--- config.mk ---
export PLATFORM = sky130hd
export DESIGN_NAME = wofc_tables
export DESIGN_NICKNAME = d
export VERILOG_FILES = /design/src/rtl/wofc_pkg.sv /design/src/rtl/wofc_tables.sv
export SDC_FILE = /design/constraint.sdc
export NUM_CORES = 2
export LEC_CHECK = 0
export BUFFER_PORTS_ARGS = -buffer_cell sky130_fd_sc_hd__buf_2
export CORE_ASPECT_RATIO = 1.25
export CORE_MARGIN = 2
export CORE_UTILIZATION = 40
export DETAILED_ROUTE_END_ITERATION = 12
export GPL_ROUTABILITY_DRIVEN = 0
export PLACE_DENSITY = 0.65
export SYNTH_ARGS = -nofsm -noshare
export SYNTH_HDL_FRONTEND = slang
export SYNTH_SLANG_ARGS = --single-unit
--- constraint.sdc ---
create_clock -name clk -period 2.9 [get_ports clk]
set_input_delay 0.29 -clock clk [delete_from_list [all_inputs] [get_ports clk]]
set_output_delay 0.29 -clock clk [all_outputs]
set_load 0.03 [all_outputs]
--- src/rtl/wofc_pkg.sv ---
// Shared types and constants of the write-once file allocation chain engine.
// Used by every module of the block; depends on nothing.
package wofc_pkg;

  localparam int unsigned SECT_W    = 8;
  localparam int unsigned ALLOC_W   = 9;
  localparam int unsigned ADDR_W    = 32;
  localparam int unsigned BPS_W     = 17;
  localparam int unsigned PROD_W    = SECT_W + BPS_W;
  localparam int unsigned CFG_IDX_W = 1;
  localparam int unsigned DIR_DEPTH = 256;

  localparam logic [SECT_W-1:0] END_MARK   = 8'hFF;
  localparam logic [SECT_W-1:0] LAST_ENTRY = 8'hFE;

  localparam logic [ADDR_W-1:0] BASE_RESET = 32'h0002_0000;
  localparam logic [BPS_W-1:0]  BPS_RESET  = 17'h0_0200;

  localparam logic [1:0] REQ_NEW_FILE  = 2'd0;
  localparam logic [1:0] REQ_FILE_SIZE = 2'd1;
  localparam logic [1:0] REQ_APPEND    = 2'd2;
  localparam logic [1:0] REQ_LOCATE    = 2'd3;

  localparam logic [1:0] STATUS_OK      = 2'd0;
  localparam logic [1:0] STATUS_FULL    = 2'd1;
  localparam logic [1:0] STATUS_NO_DATA = 2'd2;

  localparam logic [CFG_IDX_W-1:0] REG_DISK_BASE    = 1'b0;
  localparam logic [CFG_IDX_W-1:0] REG_SECTOR_BYTES = 1'b1;

  typedef struct packed {
    logic [1:0]        req_type;
    logic [SECT_W-1:0] file_number;
    logic [SECT_W-1:0] position;
  } req_t;

  typedef struct packed {
    logic [1:0]        status;
    logic [SECT_W-1:0] free_entry;
    logic [SECT_W-1:0] size_sectors;
    logic [SECT_W-1:0] sector_number;
    logic [ADDR_W-1:0] sector_address;
  } result_t;

  localparam result_t RESULT_IDLE = '{
    status:         STATUS_OK,
    free_entry:     END_MARK,
    size_sectors:   '0,
    sector_number:  END_MARK,
    sector_address: '0
  };

  typedef struct packed {
    logic [SECT_W-1:0]  dir_rd_addr;
    logic               dir_wr_en;
    logic [SECT_W-1:0]  dir_wr_addr;
    logic [SECT_W-1:0]  dir_wr_data;
    logic [SECT_W-1:0]  link_rd_addr;
    logic               link_wr_en;
    logic [SECT_W-1:0]  link_wr_addr;
    logic [SECT_W-1:0]  link_wr_data;
    logic [SECT_W-1:0]  scan_addr;
    logic [ALLOC_W-1:0] fill;
  } tbl_req_t;

  typedef struct packed {
    logic [SECT_W-1:0] dir_data;
    logic [SECT_W-1:0] link_data;
  } tbl_rsp_t;

endpackage

--- src/rtl/wofc_tables.sv ---
// Directory and link memories with registered reads.
// Depends on wofc_pkg; unwritten entries read as the end marker.
module wofc_tables
  import wofc_pkg::*;
#(
  parameter int unsigned SECTOR_COUNT = 256
) (
  input  logic     clk,
  input  logic     rst,
  input  tbl_req_t tq,
  output tbl_rsp_t tr,
  output logic     scan_used
);

  localparam int unsigned LINK_IDX_W = (SECTOR_COUNT > 1) ? $clog2(SECTOR_COUNT) : 1;

  logic [SECT_W-1:0]    dir_mem  [DIR_DEPTH];
  logic [SECT_W-1:0]    link_mem [SECTOR_COUNT];
  logic [DIR_DEPTH-1:0] dir_used;
  logic [SECT_W-1:0]    dir_q;
  logic [SECT_W-1:0]    link_q;
  logic                 dir_ok;
  logic                 link_ok;

  always_ff @(posedge clk) begin
    if (tq.dir_wr_en) begin
      dir_mem[tq.dir_wr_addr] <= tq.dir_wr_data;
    end
    dir_q <= dir_mem[tq.dir_rd_addr];
  end

  always_ff @(posedge clk) begin
    if (tq.link_wr_en) begin
      link_mem[tq.link_wr_addr[LINK_IDX_W-1:0]] <= tq.link_wr_data;
    end
    link_q <= link_mem[tq.link_rd_addr[LINK_IDX_W-1:0]];
  end

  // A link entry holds data only once its sector has been handed out.
  always_ff @(posedge clk) begin
    if (rst) begin
      dir_used <= '0;
      dir_ok   <= 1'b0;
      link_ok  <= 1'b0;
    end else begin
      if (tq.dir_wr_en) begin
        dir_used[tq.dir_wr_addr] <= 1'b1;
      end
      dir_ok  <= dir_used[tq.dir_rd_addr];
      link_ok <= ({1'b0, tq.link_rd_addr} < tq.fill);
    end
  end

  assign tr.dir_data  = dir_ok ? dir_q : END_MARK;
  assign tr.link_data = link_ok ? link_q : END_MARK;
  assign scan_used    = dir_used[tq.scan_addr];

endmodule

==> results.json <==
{
  "status": "finished with violations",
  "violations": "negative setup slack",
  "synth_edf_count": 4096,
  "ant_nets": 0,
  "stdcell_area_um2": 199000,
  "async_flop_share": 0,
  "regToRegStartpoint": "dir_mem[249][7]",
  "finalCritPeriodShare": 1.21,
  "htreeDepth": 5,
  "synth_nets": 8020,
  "criticalPathCategory": "flip-flop to output port",
  "drc": 0,
  "layout_commonest_cell": "edfxtp_1",
  "finalSetupViolations": 1,
  "crit_path_start_kind": "flip-flop",
  "tightest_slew_ns": 1.27,
  "placed_cell_area_um2": 185000,
  "slew-limit-headroom": 0.152,
  "antenna_found_initial": 15,
  "path_clk_slew_ns": 0.07,
  "synth_cells": 7944,
  "rrSetupSlack_ns": 0.42,
  "final_cell_mix": "edfxtp_1 (4096), mux4_2 (1328), buf_4 (992), nor2_1 (983), clkbuf_16 (420)",
  "timing.fmax_ghz": 0.286,
  "postSynthAreaPerCell_um2": 21.4,
  "io_pins": 86,
  "grt_max_degree": 109,
  "drt_first_pass_iters": 6,
  "postCtsSetupBuffers": 0,
  "finalHoldViolCount": 0,
  "setup_slack_ns": -0.598,
  "grtUsageTotal": 0.197,
  "rsz0062_at_grt": "yes",
  "vias": 85100,
  "viasPerCell": 5.61,
  "die_x_um": 587,
  "tns_ns": -0.598,
  "drv_cap": 0,
  "vdd_drop_max_mv": 0.662,
  "p_leak_uw": 0.0639,
  "final_nets": 9229,
  "syn_to_final_growth_pct": 17.4,
  "finalWirelength_um": 430000,
  "die-height_um": 733,
  "r2r-end": "dir_q[7]",
  "ys_ff_latch": 4370,
  "final_layout_size_suffix_gt1_frac": 0.339,
  "cpPeakStageDelay_ns": 0.50,
  "first_global_vias": 89100,
  "clock_path_buffers": 4,
  "slew_viol_final": 0,
  "hpwl_um": 283000,
  "numClockSinks": 4370,
  "skew_ns": 0.110,
  "crit_fanout": 2,
  "syn_area_um2": 170000,
  "period_needed_ns": 3.50,
  "worstHoldStart": "tq[58]",
  "critPathRequiredTime_ns": 2.61,
  "portBuffers": 85,
  "fin_total_pwr_uw": 130000,
  "r2r_cells": 7,
  "wl_per_cell_um": 28.3,
  "synth_cell_types": 51,
  "clock_latency_ns": 1.04,
  "arrival_ns": 3.21,
  "cts_buffers": 417,
  "start_util": 0.402,
  "ys_seq_area_frac": 0.756,
  "fin_cells": 15200,
  "rows": 267,
  "hold_path.class": "input port to flip-flop",
  "whs_endpoint": "dir_used[161]",
  "critPathSlowestCell": "mux4_2",
  "min_path_cells": 8,
  "grt_overflow": 0,
  "crit_top_cell": "mux4_2",
  "drt-initial-drc-count": 9353,
  "critPathCaptureType": "output port",
  "die_area_um2": 430000,
  "design.core.area_um2": 423000,
  "dp.cells": 14300,
  "synth_top_flop_cell": "edfxtp_1",
  "cts_tree": "yes",
  "powerDensity_nw_per_um2": 650,
  "cts_root_buf": "clkbuf_16",
  "grt_pass1_wl_um": 624000,
  "pre_cts_ws_ns": -0.392,
  "crit_chain": "mux4_2 > a22o_1 > a221oi_2 > buf_4 > mux4_2 > nand2_2 > o21ai_2 > a21oi_4 > buf_6",
  "yosys_warnings": 0
}
## critical path, delay by kind of cell, from the launching register on
kind | cells | cell delay, ns
multiplexers | 2 | 0.85
AO/OA/AOI/OAI | 4 | 0.61
buffers and inverters | 2 | 0.39
AND/OR/NAND/NOR | 1 | 0.08
flip-flops | 1 | 0.31
## repair_timing
action | in CTS | in global routing
cloned | 0 | 0
endpoints found under the setup margin | 1 | 1
hold endpoints to repair | 1407 | 0
gates resized for setup | 12 | 4
hold buffers | 41 | 0
pin swaps | 1 | 2
## per-layer routing
metal  routed length [um]  part of all wire  GRT usage
met3                29700             0.069     0.0311
met2               220000              0.51      0.341
met5                    0                 0          0
met4                24400             0.057     0.0977
met1               155000              0.36      0.239
## worst max-delay path by stage
stage	startpoint	endpoint	slack, ns	depth (start not counted)
floorplan	tq[10]	scan_used	0.26	10
global placement	tq[9]	scan_used	-0.50	11
detailed placement	tq[9]	scan_used	-0.39	11
CTS	dir_used[227]	scan_used	-0.67	9
global route	dir_used[227]	scan_used	-0.71	9
finish	dir_used[227]	scan_used	-0.60	9
## where the power goes
group | total [uW] | switching, uW | internal (uW)
clock network | 53900 | 23800 | 30100
logic | 6750 | 3910 | 2840
registers | 69100 | 71.1 | 69100
total | 130000 | 27800 | 102000
## cell usage after synthesis, drive strengths merged (13+ instances only)
cell type	instances	area [um2]
nand2	132	495
nand2b	26	163
nor2	984	3690
nor4	24	150
a22oi	55	413
mux2i	111	1110
o21ba	30	300
nand4	13	81.3
clkbuf	218	818
nor3	16	80.1
mux4	1328	29900
mux2	49	552
nor2b	29	181
nand3	51	255
o21ai	30	150
a211oi	14	105
edfxtp	4096	123000
o22ai	119	744
dfxtp	274	5490
buf	235	1360
## per-stage QoR
| stage | hold slack (ns) | util |
|---|---|---|
| floorplan | 0.389 | - |
| global placement | 0.467 | 0.439 |
| detailed placement | 0.484 | 0.439 |
| CTS | 0.00543 | 0.472 |
| global route | 0.0685 | 0.472 |
| finish | 0.118 | 0.472 |
## logic make-up after synthesis
group,after synthesis,share of synthesized area
adders and majority gates,7,0.000515
buffers and inverters,462,0.0130
DFF,4370,0.756
and+or+nand+nor,1328,0.0325
AOI/OAI and AO/OA,289,0.0119
muxes,1488,0.186
## area by class of cell
cell class	count	area, um2
diodes	10	25.0
inverters	9	33.8
fillers	34500	223000
flip-flops and latches	4370	128000
repair buffers	1243	11100
multi-input cells	3112	39300
clock inverters	245	2590
clock buffers	525	10900
well taps	5649	7070
## flip-flops by register name, indices dropped and copies added (netlist names)
signal    count
link_mem   2048
link_ok       1
dir_q         8
link_q        8
dir_ok        1
dir_used    256
dir_mem    2048
Note: power is estimated with default switching activity, not from simulation.
