`src/rtl/wofc_pkg.sv`:
```
// Shared types and constants of the write-once file allocation chain engine.
// Used by every module of the block; depends on nothing.
package wofc_pkg;

  localparam int unsigned SECT_W    = 8;
  localparam int unsigned ALLOC_W   = 9;
  localparam int unsigned ADDR_W    = 32;
  localparam int unsigned BPS_W     = 17;
  localparam int unsigned PROD_W    = SECT_W + BPS_W;
  localparam int unsigned CFG_IDX_W = 1;
  localparam int unsigned DIR_DEPTH = 256;

  localparam logic [SECT_W-1:0] END_MARK   = 8'hFF;
  localparam logic [SECT_W-1:0] LAST_ENTRY = 8'hFE;

  localparam logic [ADDR_W-1:0] BASE_RESET = 32'h0002_0000;
  localparam logic [BPS_W-1:0]  BPS_RESET  = 17'h0_0200;

  localparam logic [1:0] REQ_NEW_FILE  = 2'd0;
  localparam logic [1:0] REQ_FILE_SIZE = 2'd1;
  localparam logic [1:0] REQ_APPEND    = 2'd2;
  localparam logic [1:0] REQ_LOCATE    = 2'd3;

  localparam logic [1:0] STATUS_OK      = 2'd0;
  localparam logic [1:0] STATUS_FULL    = 2'd1;
  localparam logic [1:0] STATUS_NO_DATA = 2'd2;

  localparam logic [CFG_IDX_W-1:0] REG_DISK_BASE    = 1'b0;
  localparam logic [CFG_IDX_W-1:0] REG_SECTOR_BYTES = 1'b1;

  typedef struct packed {
    logic [1:0]        req_type;
    logic [SECT_W-1:0] file_number;
    logic [SECT_W-1:0] position;
  } req_t;

  typedef struct packed {
    logic [1:0]        status;
    logic [SECT_W-1:0] free_entry;
    logic [SECT_W-1:0] size_sectors;
    logic [SECT_W-1:0] sector_number;
    logic [ADDR_W-1:0] sector_address;
  } result_t;

  localparam result_t RESULT_IDLE = '{
    status:         STATUS_OK,
    free_entry:     END_MARK,
    size_sectors:   '0,
    sector_number:  END_MARK,
    sector_address: '0
  };

  typedef struct packed {
    logic [SECT_W-1:0]  dir_rd_addr;
    logic               dir_wr_en;
    logic [SECT_W-1:0]  dir_wr_addr;
    logic [SECT_W-1:0]  dir_wr_data;
    logic [SECT_W-1:0]  link_rd_addr;
    logic               link_wr_en;
    logic [SECT_W-1:0]  link_wr_addr;
    logic [SECT_W-1:0]  link_wr_data;
    logic [SECT_W-1:0]  scan_addr;
    logic [ALLOC_W-1:0] fill;
  } tbl_req_t;

  typedef struct packed {
    logic [SECT_W-1:0] dir_data;
    logic [SECT_W-1:0] link_data;
  } tbl_rsp_t;

endpackage

```
`src/rtl/wofc_addr.sv`:
```
// Two-stage sector address unit: multiply by the sector size, then add the base.
// Depends on wofc_pkg.
module wofc_addr
  import wofc_pkg::*;
(
  input  logic              clk,
  input  logic              rst,
  input  logic              go,
  input  logic [SECT_W-1:0] sector,
  input  logic [ADDR_W-1:0] base,
  input  logic [BPS_W-1:0]  bps,
  output logic              valid,
  output logic [ADDR_W-1:0] addr
);

  logic [PROD_W-1:0] prod;
  logic              prod_valid;

  always_ff @(posedge clk) begin
    if (rst) begin
      prod_valid <= 1'b0;
      valid      <= 1'b0;
    end else begin
      prod_valid <= go;
      valid      <= prod_valid;
    end
  end

  always_ff @(posedge clk) begin
    prod <= {{BPS_W{1'b0}}, sector} * {{SECT_W{1'b0}}, bps};
    addr <= base + {{(ADDR_W-PROD_W){1'b0}}, prod};
  end

endmodule

```
`config.mk`:
```
export PLATFORM = sky130hd
export DESIGN_NAME = wofc_addr
export DESIGN_NICKNAME = d
export VERILOG_FILES = /design/src/rtl/wofc_pkg.sv /design/src/rtl/wofc_addr.sv
export SDC_FILE = /design/constraint.sdc
export NUM_CORES = 1
export LEC_CHECK = 0
export ABC_CLOCK_PERIOD_IN_PS = 5400
export CAP_MARGIN = 10
export CORE_ASPECT_RATIO = 0.75
export CORE_UTILIZATION = 40
export CTS_CLUSTER_SIZE = 24
export DETAILED_ROUTE_END_ITERATION = 16
export DONT_BUFFER_PORTS = 1
export PLACE_DENSITY = 0.52
export SLEW_MARGIN = 10
export SYNTH_ARGS = -nofsm -noshare
export SYNTH_HDL_FRONTEND = slang
export SYNTH_SLANG_ARGS = --single-unit
```
`constraint.sdc`:
```
create_clock -name clk -period 5.4 [get_ports clk]
set_input_delay 0.54 -clock clk [delete_from_list [all_inputs] [get_ports clk]]
set_output_delay 0.54 -clock clk [all_outputs]
set_load 0.01 [all_outputs]
```
==> metrics.md, run 1 <==
| Metric | Value |
|---|---|
| Outcome | `finished, final reports clean` |
| Met1 Usage GRT | `22.9%` |
| Largest net degree at the start of global routing | `18` |
| Chip Width | `156 µm` |
| Largest family of logic cells by synthesized area | `adder cells` |
| Avg Inst Size Synth | `around 9.1 µm²` |
| Unrepaired setup endpoints after global routing | `false` |
| Sink Count | `approximately 60` |
| Compound-Gate Fraction of Synth Area | `14.1%` |
| VDD IR-drop max | `~0.25 mV` |
| Overflow left after global routing | `0` |
| Hold_buf cts | `0` |
| Root Buffer | `clkbuf_16` |
| CP max FO | `8` |
| PortBufs | `0` |
| Vias in the first global route | `5,718` |
| EDFF count, synth | `0` |
| Post-DRT Antenna Nets | `0` |
| Req. time, crit path | `5600 ps` |
| RD Place Congestion | `0.826` |
| Post_cts resized | `0` |
| Initial Util | `roughly 42%` |
| Tmin final | `4620 ps` |
| Crit Path Category | `input pin to flop` |
| Final hold vios | `0` |
| Initial antenna violation count | `0` |
| Io pins | `93` |
| CTS tree | `yes` |
| Max Buffers Root-to-Sink | `2` |
| Clock Latency Late Sink | `320 ps` |
| XOR/XNOR share of the synthesized area | `5.42%` |
| Global-route wire length before repair | `26,600 µm` |
| Worst-path clk slew | `50 ps` |
| Row Count | `41` |
| Via count | `5,218` |
| Total power per unit cell area | `around 520 nW/µm²` |
| Post-synthesis mux area share | `0.141%` |
| Setup bufs post-CTS | `0` |
| Die height | `around 120 µm` |
| Max-cap viol count | `0` |
| Setup_tns | `0 ps` |
| Share of post-route cells with drive strength above 1 | `approximately 3.6%` |
| # DRC | `0` |
| Tightest Hold Check Type | `input pin to flop` |
| Synth Area in Adders | `38.0%` |
| Synth unique cells | `60` |
| M3 GR Usage | `4.10%` |
| Routed wire length | `14,800 µm` |
| Nets | `994` |
| Overall routing resource usage | `17.9%` |
| Post-synthesis sequential area ratio | `16.6%` |
| GRT busiest layer | `met2` |
| Slew @ Worst Pin | `521 ps` |
| Worst EP arrival | `4830 ps` |
| Via density | `5.15` |
| DRT iter0 DRCs | `228` |
| WL per Instance | `~15 µm` |
| Number of diodes | `0` |
| Cell count after synthesis | `between 700 and 800` |
| Relative slew slack | `between 60 and 70%` |
| Core ar. | `17,100 µm²` |
| YS warnings | `0` |
| H-tree depth | `3` |
| Cell area after synthesis | `roughly 7100 µm²` |
| Final slew viol count | `0` |
| Final worst-path cycle share | `85.6%` |
| Leak Pwr | `3.61 nW` |
| Nature of the critical path endpoint | `flop` |
| DP HPWL | `12,500 µm` |
| Synth Area in Simple Gates | `18.3%` |
| Clk_skew | `6.18 ps` |
| Setup-failing EPs final | `0` |
| Met2 Use GR | `31.3%` |
| Async SR Flop Fraction | `0%` |
| Syn_nets | `1,001` |
| CTS Buf Count | `9` |
| Seq cells post-synth | `59` |
| Fmax | `216 MHz` |
| P&R area growth vs syn | `6.94%` |
| Layout Utilization | `between 40% and 50%` |
| Top FF cell, synth | `dfxtp_1` |
| Nature of the critical path startpoint | `input pin` |
| Die area | `18,300 µm²` |
| Pre-antenna DRT Iters | `5` |
==> cell type report <==
cell class                      instances  area (µm²)
Clock buffer                           13         260
Multi-Input combinational cell        587        5390
Sequential cell                        59        1180
Inverter                              116         435
Clock inverter                          2        35.0
Fill cell                            1705        9480
Tap cell                              236         295
==> report_power, final <==
group          switching [mW]  internal (mW)
sequential              0.129          0.672
combinational            1.43           1.18
clock                   0.171          0.377
total                    1.73           2.22
==> through the flow <==
stage	instances	cell area [µm²]	hold WS [ps]	power (mW)	setup slack, ps
floorplan	780	7110	414	2.98	461
global placement	998	7300	420	3.42	461
detailed placement	998	7300	429	3.45	404
CTS	1013	7600	274	4.02	750
global route	1013	7600	273	4.42	532
finish	1013	7600	287	3.95	778
==> worst max-delay path: stages <==
cell and delay (ps):
and2_1 160, fa_1 510, fa_1 530, fa_1 550
inv_1 50, fa_1 530, inv_1 40, ha_1 370
a211o_1 290, o32a_1 320, o31a_1 330, a21boi_2 220
nor4_1 70, a311o_1 310
==> path summary, 6_finish.rpt <==
check | start | endpoint | slack, ps | cells past startpoint
setup / recovery | bps[3] | prod[23]$_DFF_P_ | 780 | 14
hold / removal | rst | valid$_SDFF_PP0_ | 290 | 1
hold reg to reg | prod_valid$_SDFF_PP0_ | valid$_SDFF_PP0_ | 440 | 1
setup reg to reg | prod[4]$_DFF_P_ | addr[31]$_DFF_P_ | 2950 | 8
==> synth_stat cells (2+ instances only) <==
cell type,instances,area share (%)
clkbuf_1,13,0.69
a21oi_1,45,3.2
nand2b_1,8,0.70
fa_1,91,26
o21a_1,14,1.5
a211oi_1,6,0.63
o21bai_1,6,0.63
inv_1,116,6.1
a21o_1,15,1.6
o21ai_1,3,0.21
nand3_1,16,1.1
o311ai_0,2,0.25
buf_6,3,0.48
a2111o_1,3,0.48
and2_1,114,10
nand2_1,42,2.2
ha_1,70,12
xor2_1,10,1.2
a221oi_1,2,0.25
o211ai_1,7,0.74
o21ai_0,14,0.99
dfxtp_1,59,17
o22ai_1,2,0.18
nor3_1,3,0.21
or2_2,2,0.18
nand4_1,7,0.62
a31oi_1,3,0.26
a21o_2,2,0.25
and3_1,5,0.44
a211o_1,5,0.62
nor2b_1,7,0.62
nor2_1,23,1.2
xnor2_1,34,4.2
a21boi_0,2,0.21
==> per-layer routing <==
| layer | part of all wire, % | up-vias |
|---|---|---|
| met3 | 4.9 | 10 |
| met5 | 0 | - |
| met1 | 45 | 2589 |
| met2 | 49 | 83 |
| li1 | - | 2536 |
| met4 | 0.63 | 0 |
==> cells by family after synthesis <==
kind of cell / count (synthesis)
multiplexers: 1
buffers and inverters: 134
AND/OR/NAND/NOR: 235
flip-flops: 59
adder cells (fa/ha/maj): 161
AO/OA/AOI/OAI: 146
XOR/XNOR: 44
==> sequential cells by signal, summed over array words and instances (netlist names) <==
register,count
addr,32
valid,1
prod,25
prod_valid,1
==> placed cells by master, fill, tap and decap left out, types with 2 or more instances in the layout <==
cell,instances
nor2_1,23
clkbuf_1,2
and3_1,5
o211ai_1,7
xor2_1,10
nand2_1,42
nand2b_1,8
a211oi_1,6
nand3_1,16
or2_2,2
a31oi_1,3
o21a_1,14
a21o_1,15
o21bai_1,6
a221oi_1,2
clkbuf_8,2
xnor2_1,34
o22ai_1,2
a21boi_0,2
ha_1,70
o311ai_0,2
a21oi_1,45
inv_1,116
and2_1,114
o21ai_1,3
o21ai_0,14
nand4_1,7
a2111o_1,3
clkbuf_16,9
dfxtp_1,59
nor3_1,3
a21o_2,2
a211o_1,5
fa_1,91
nor2b_1,7
(Power assumes the default switching activity.)
==> run 2, diff against run 1 <==
==> constraint.sdc (replaced) <==
create_clock -name clk -period 5.4 [get_ports clk]
set_input_delay 1.08 -clock clk [delete_from_list [all_inputs] [get_ports clk]]
set_output_delay 1.08 -clock clk [all_outputs]
set_load 0.01 [all_outputs]
==> run 2 against run 1 <==
Power rose by 3.4%. Critical path type unchanged. Register-to-register slack lost 120 ps. Largest power group unchanged. Sequential power about the same. Highest routed layer unchanged. Die area is the same. Critical path depth up 1. Sequential share of layout area down 0.15 points. Clock skew up 1.6 ps.
==> metrics.md, run 2 (synthesis results as in run 1) <==
| Metric | Value |
|---|---|
| Nets | `1,006` |
| WL per Instance | `14.7 µm` |
| Nature of the critical path endpoint | `flop` |
| Fmax | `slightly below 200 MHz` |
| Most frequent standard cell in the layout excluding fill and tap cells | `inv_1` |
| Largest register by flop count | `addr` |
| Tmin final | `5090 ps` |
| RD Place Congestion | `0.817` |
| Clock Latency Late Sink | `320 ps` |
| CP max FO | `8` |
| Post_cts resized | `0` |
| Pre-antenna DRT Iters | `5` |
| Max FFs per register | `32` |
| Crit Path Category | `input pin to flop` |
| Worst EP arrival | `5360 ps` |
| Combinational Power Share | `67.9%` |
| DP HPWL | `12,700 µm` |
| Largest net degree at the start of global routing | `18` |
| Net Sw Power | `1.78 mW` |
| Final hold vios | `0` |
| Pwr Total | `4.09 mW` |
| Unrepaired setup endpoints after global routing | `false` |
| Overflow left after global routing | `0` |
| Req. time, crit path | `5660 ps` |
| Nature of the critical path startpoint | `input pin` |
| Final worst slack | `307 ps` |
| PortBufs | `0` |
| P&R area growth vs syn | `7.99%` |
| Core ar. | `17,100 µm²` |
| Max-cap viol count | `0` |
| CTS Buf Count | `9` |
| Fill cells | `about 1,700` |
| Setup bufs post-CTS | `0` |
| Setup_tns | `0 ps` |
| Total power per unit cell area | `532 nW/µm²` |
| Tightest Hold Check Type | `flop to flop` |
| Sink Count | `between 50 and 60` |
| Commonest cells after routing, fill and taps aside | `inv_1 (116), and2_1 (114), fa_1 (91)` |
| Via density | `5.16` |
| Slew @ Worst Pin | `633 ps` |
| Relative slew slack | `57.5%` |
| VDD IR-drop max | `between 0.15 and 0.2 mV` |
| Die height | `117 µm` |
| Final worst-path cycle share | `94.3%` |
| Via count | `5,299` |
| Initial antenna violation count | `0` |
| Flop pwr share | `19.5%` |
| Hold_buf cts | `0` |
| Global-route wire length before repair | `26,700 µm` |
| # DRC | `0` |
| Overall routing resource usage | `18.0%` |
| Final slew viol count | `0` |
| Number of diodes | `0` |
| Post-DRT Antenna Nets | `0` |
| H-tree depth | `3` |
| Max Buffers Root-to-Sink | `2` |
| Share of post-route cells with drive strength above 1 | `5.44%` |
| Row Count | `41` |
| Top Registers | `addr x32, prod x25` |
| Io pins | `93` |
| Routed wire length | `15,100 µm` |
| Leak Pwr | `between 3 and 4 nW` |
| Vias in the first global route | `5,748` |
| Internal | `2.30 mW` |
| Root Buffer | `clkbuf_16` |
| CTS tree | `yes` |
| Clock network power share | `12.6%` |
| Switch share | `43.6%` |
| Chip Width | `156 µm` |
| Clk_skew | `7.74 ps` |
| Initial Util | `41.6%` |
| # placed instances | `1,010` |
| Setup WS pre-CTS | `approximately 13 ps` |
| Final Non-Filler Cells | `1,026` |
| Setup-failing EPs final | `0` |
| Layout Utilization | `44.9%` |
| Die area | `18,300 µm²` |
| Worst-path clk slew | `roughly 50 ps` |
| Outcome | `finished, final reports clean` |
| DRT iter0 DRCs | `~200` |
run 2: changes by cell type in the layout (fill, tap and decap cells not counted), sizes merged:
cell	previous run	this run
clkbuf	13	11
clkinv	1	4
clkinvlp	0	1
buf	0	12
bufinv	1	0
run 2: layout make-up:
| type | instances | area (µm²) | share of cell area, % |
|---|---|---|---|
| Timing Repair Buffer | 12 | 90.1 | 1.17 |
| Sequential cell | 59 | 1180 | 15.4 |
| Inverter | 116 | 435 | 5.67 |
| Multi-Input combinational cell | 587 | 5390 | 70.3 |
| Clock inverter | 5 | 27.5 | 0.359 |
| Tap cell | 236 | 295 | 3.85 |
| Clock buffer | 11 | 253 | 3.29 |
run 2: routing by layer:
| layer | vias up | routed length, µm | global-route usage, % |
|---|---|---|---|
| li1 | 2557 | - | - |
| met4 | 0 | 195 | 3.43 |
| met3 | 16 | 786 | 4.36 |
| met2 | 111 | 7420 | 31.2 |
| met5 | - | 0 | 0 |
| met1 | 2615 | 6680 | 22.8 |
run 2: per-stage QoR:
stage / hold slack [ps] / instance area (µm²)
after global placement: 420 / 7390
after floorplan: 414 / 7110
after global routing: 466 / 7670
after detailed placement: 438 / 7390
after CTS: 450 / 7670
final: 441 / 7670
run 2: path summary, 6_finish.rpt:
path	from	to	slack, ps	depth (start not counted)
worst min register to register	prod[0]$_DFF_P_	addr[0]$_DFF_P_	440	1
worst max register to register	prod[1]$_DFF_P_	addr[21]$_DFF_P_	2830	8
worst max-delay path	bps[4]	prod[24]$_DFF_P_	310	15
worst min-delay path	prod[0]$_DFF_P_	addr[0]$_DFF_P_	440	1
run 2: critical path, stage by stage:
cell      delay (ps)
and2_1           160
fa_1             500
fa_1             540
fa_1             550
inv_1             50
fa_1             530
inv_1             40
ha_1             310
a21oi_1          170
o21ai_1          100
a211oi_1         310
o21ai_1          160
or3_4            410
a2111o_1         370
nand3_1           70
run 2: power by group through the flow:
stage / clock network (mW) / logic, mW / registers, mW
after floorplan: 0 / 2.20 / 0.780
after global placement: 0 / 2.77 / 0.814
after detailed placement: 0 / 2.79 / 0.812
after CTS: 0.534 / 2.81 / 0.804
after global routing: 0.558 / 3.18 / 0.818
final: 0.516 / 2.77 / 0.797
==> run 3, diff against run 2 <==
--- a/config.mk
+++ b/config.mk
@@ -12,6 +12,7 @@
 export CTS_CLUSTER_SIZE = 24
 export DETAILED_ROUTE_END_ITERATION = 16
 export DONT_BUFFER_PORTS = 1
+export GPL_TIMING_DRIVEN = 0
 export PLACE_DENSITY = 0.52
 export SLEW_MARGIN = 10
 export SYNTH_ARGS = -nofsm -noshare
==> run 3 against run 2 <==
Fmax decreased by 2.6%. Sequential share of layout area decreased by 0.28 points. First-iteration DRC count increased by 7.9%. Clock power increased by 11%. Critical endpoint is now prod[23]$_DFF_P_. Cell area increased by 1.8%. Sequential power about the same. Largest power group unchanged. Power increased by 2.4%.
==> metrics.md, run 3 (synthesis results as in run 1) <==
| Metric | Value |
|---|---|
| Outcome | `finished, final reports clean` |
| Core ar. | `17,100 µm²` |
| Clk_skew | `7.11 ps` |
| Overflow left after global routing | `0` |
| Relative slew slack | `roughly 64%` |
| Final worst-path cycle share | `a little over nine tenths` |
| CP most frequent cell | `fa_1` |
| Pre-antenna DRT Iters | `6` |
| Req. time, crit path | `5600 ps` |
| Worst-path clk slew | `~50 ps` |
| Slowest stage delay, CP | `about 540 ps` |
| PortBufs | `0` |
| Max FFs per register | `32` |
| Clock Latency Late Sink | `320 ps` |
| Routed wire length | `roughly 16,000 µm` |
| Global-route wire length before repair | `28,300 µm` |
| Setup-failing EPs final | `0` |
| H-tree depth | `3` |
| Share of post-route cells with drive strength above 1 | `7.65%` |
| Tmin final | `5230 ps` |
| Commonest cells after routing, fill and taps aside | `inv_1 (116), and2_1 (111), fa_1 (89)` |
| Via count | `between 5,000 and 6,000` |
| Via density | `5.23` |
| Critical path cell sequence | `clkbuf_4 -> and2_1 -> fa_1 -> fa_2 -> fa_1 -> inv_1 -> fa_1 -> inv_1 -> ha_1 -> buf_6 -> a211o_1 -> o32a_1 -> o31a_1 -> a21boi_2 -> nor4_1 -> a311o_1` |
| Hold slack | `441 ps` |
| Setup_tns | `0 ps` |
| Tightest Hold Check Type | `flop to flop` |
| Initial antenna violation count | `1` |
| Critical path's slowest cell | `fa_1` |
| Die area | `18,300 µm²` |
| WL per Instance | `between 15 and 20 µm` |
| Max-cap viol count | `0` |
| CP max FO | `10` |
| P&R area growth vs syn | `9.97%` |
| Largest register by flop count | `addr` |
| Vias in the first global route | `5,875` |
| Unrepaired setup endpoints after global routing | `false` |
| Slew @ Worst Pin | `543 ps` |
| # DRC | `0` |
| Row Count | `41` |
| Io pins | `93` |
| Fill cells | `roughly 1,700` |
| DRT iter0 DRCs | `between 200 and 250` |
| CTS tree | `yes` |
| Worst EP arrival | `about 5400 ps` |
| Final slew viol count | `0` |
| Root Buffer | `clkbuf_16` |
| Pwr Total | `4.18 mW` |
| Overall routing resource usage | `19.4%` |
| Chip Width | `between 150 and 200 µm` |
| Top Registers | `addr x32, prod x25` |
| Hold_buf cts | `0` |
| CTS Buf Count | `9` |
| Leak Pwr | `approximately 3.7 nW` |
| Total power per unit cell area | `535 nW/µm²` |
| CP delay by family, top | `adder cells` |
| Most frequent standard cell in the layout excluding fill and tap cells | `inv_1` |
| Buffers & Inverters on Critical Path | `4` |
| VDD IR-drop max | `0.226 mV` |
| Die height | `117 µm` |
| Fmax | `191 MHz` |
| Post-DRT Antenna Nets | `0` |
| R2R Setup Slk | `2920 ps` |
| DP HPWL | `13,200 µm` |
| RD Place Congestion | `0.854` |
| Sink Count | `59` |
| Layout Utilization | `45.7%` |
| Number of diodes | `0` |
| Max Buffers Root-to-Sink | `2` |
| Nets | `between 1,000 and 1,500` |
| Nature of the critical path startpoint | `input pin` |
| Nature of the critical path endpoint | `flop` |
| Initial Util | `41.6%` |
| Largest net degree at the start of global routing | `11` |
| Crit Path Category | `input pin to flop` |
| Final hold vios | `0` |
==> run 3: cell types whose count changed in the layout (fill, tap and decap cells not counted), sizes merged <==
cell / change
clkdlybuf4s18: +1
clkbuf: +9
bufinv: +1
buf: -2
clkinv: -2
==> run 3: cell type report <==
cell class                 instances  area (µm²)  area share (%)
tap                              236         295            3.78
inverter                         116         435            5.57
multi-input combinational        587        5460            69.9
timing repair buffer               2        15.0           0.192
buffer                            17         114            1.46
clock inverter                     4        47.5           0.608
sequential                        59        1180            15.1
clock buffer                      12         267            3.41
==> run 3: per-layer routing <==
layer  GRT usage, %  wire [µm]  part of all wire, %  up-vias
met5              0          0                    0        -
met4           3.37        122                 0.76        0
met3           4.84        939                  5.8       11
met2           33.1       7820                   48      122
met1           25.0       7270                   45     2689
li1               -          -                    -     2579
==> run 3: per-stage QoR <==
step                instance area (µm²)  std cells  setup WS (ps)
floorplan                          7110        780           36.1
global placement                   7410       1016           -545
detailed placement                 7410       1016           -517
CTS                                7730       1032           19.6
global route                       7810       1033           2.83
finish                             7810       1033            169
==> run 3: worst paths after layout <==
kind                                      start          endpoint  depth (start not counted)
worst max-delay path                  sector[6]  prod[23]$_DFF_P_                         16
worst min-delay path            prod[0]$_DFF_P_   addr[0]$_DFF_P_                          1
worst max register to register  prod[4]$_DFF_P_  addr[31]$_DFF_P_                          8
worst min register to register  prod[0]$_DFF_P_   addr[0]$_DFF_P_                          1
==> run 3: where the power goes <==
part	leakage, nW	switching [mW]	internal, mW
Clock	0.155	0.183	0.392
Sequential	0.497	0.123	0.671
Combinational	3.04	1.52	1.29
Total	3.69	1.83	2.36
==> run 3: what timing repair did <==
item / in CTS / in global routing
setup buffers: 0 / 2
setup endpoints to repair: 5 / 5
pin swaps: 0 / 15
resized for setup: 4 / 29
==> run 3: worst register-to-register path: cells and delay by family, from the launching register on <==
| family | cells | cell delay [ps] |
|---|---|---|
| flip-flops | 1 | 310 |
| adder cells (fa/ha/maj) | 1 | 340 |
| AO/OA/AOI/OAI | 6 | 1570 |
| XOR/XNOR | 1 | 150 |
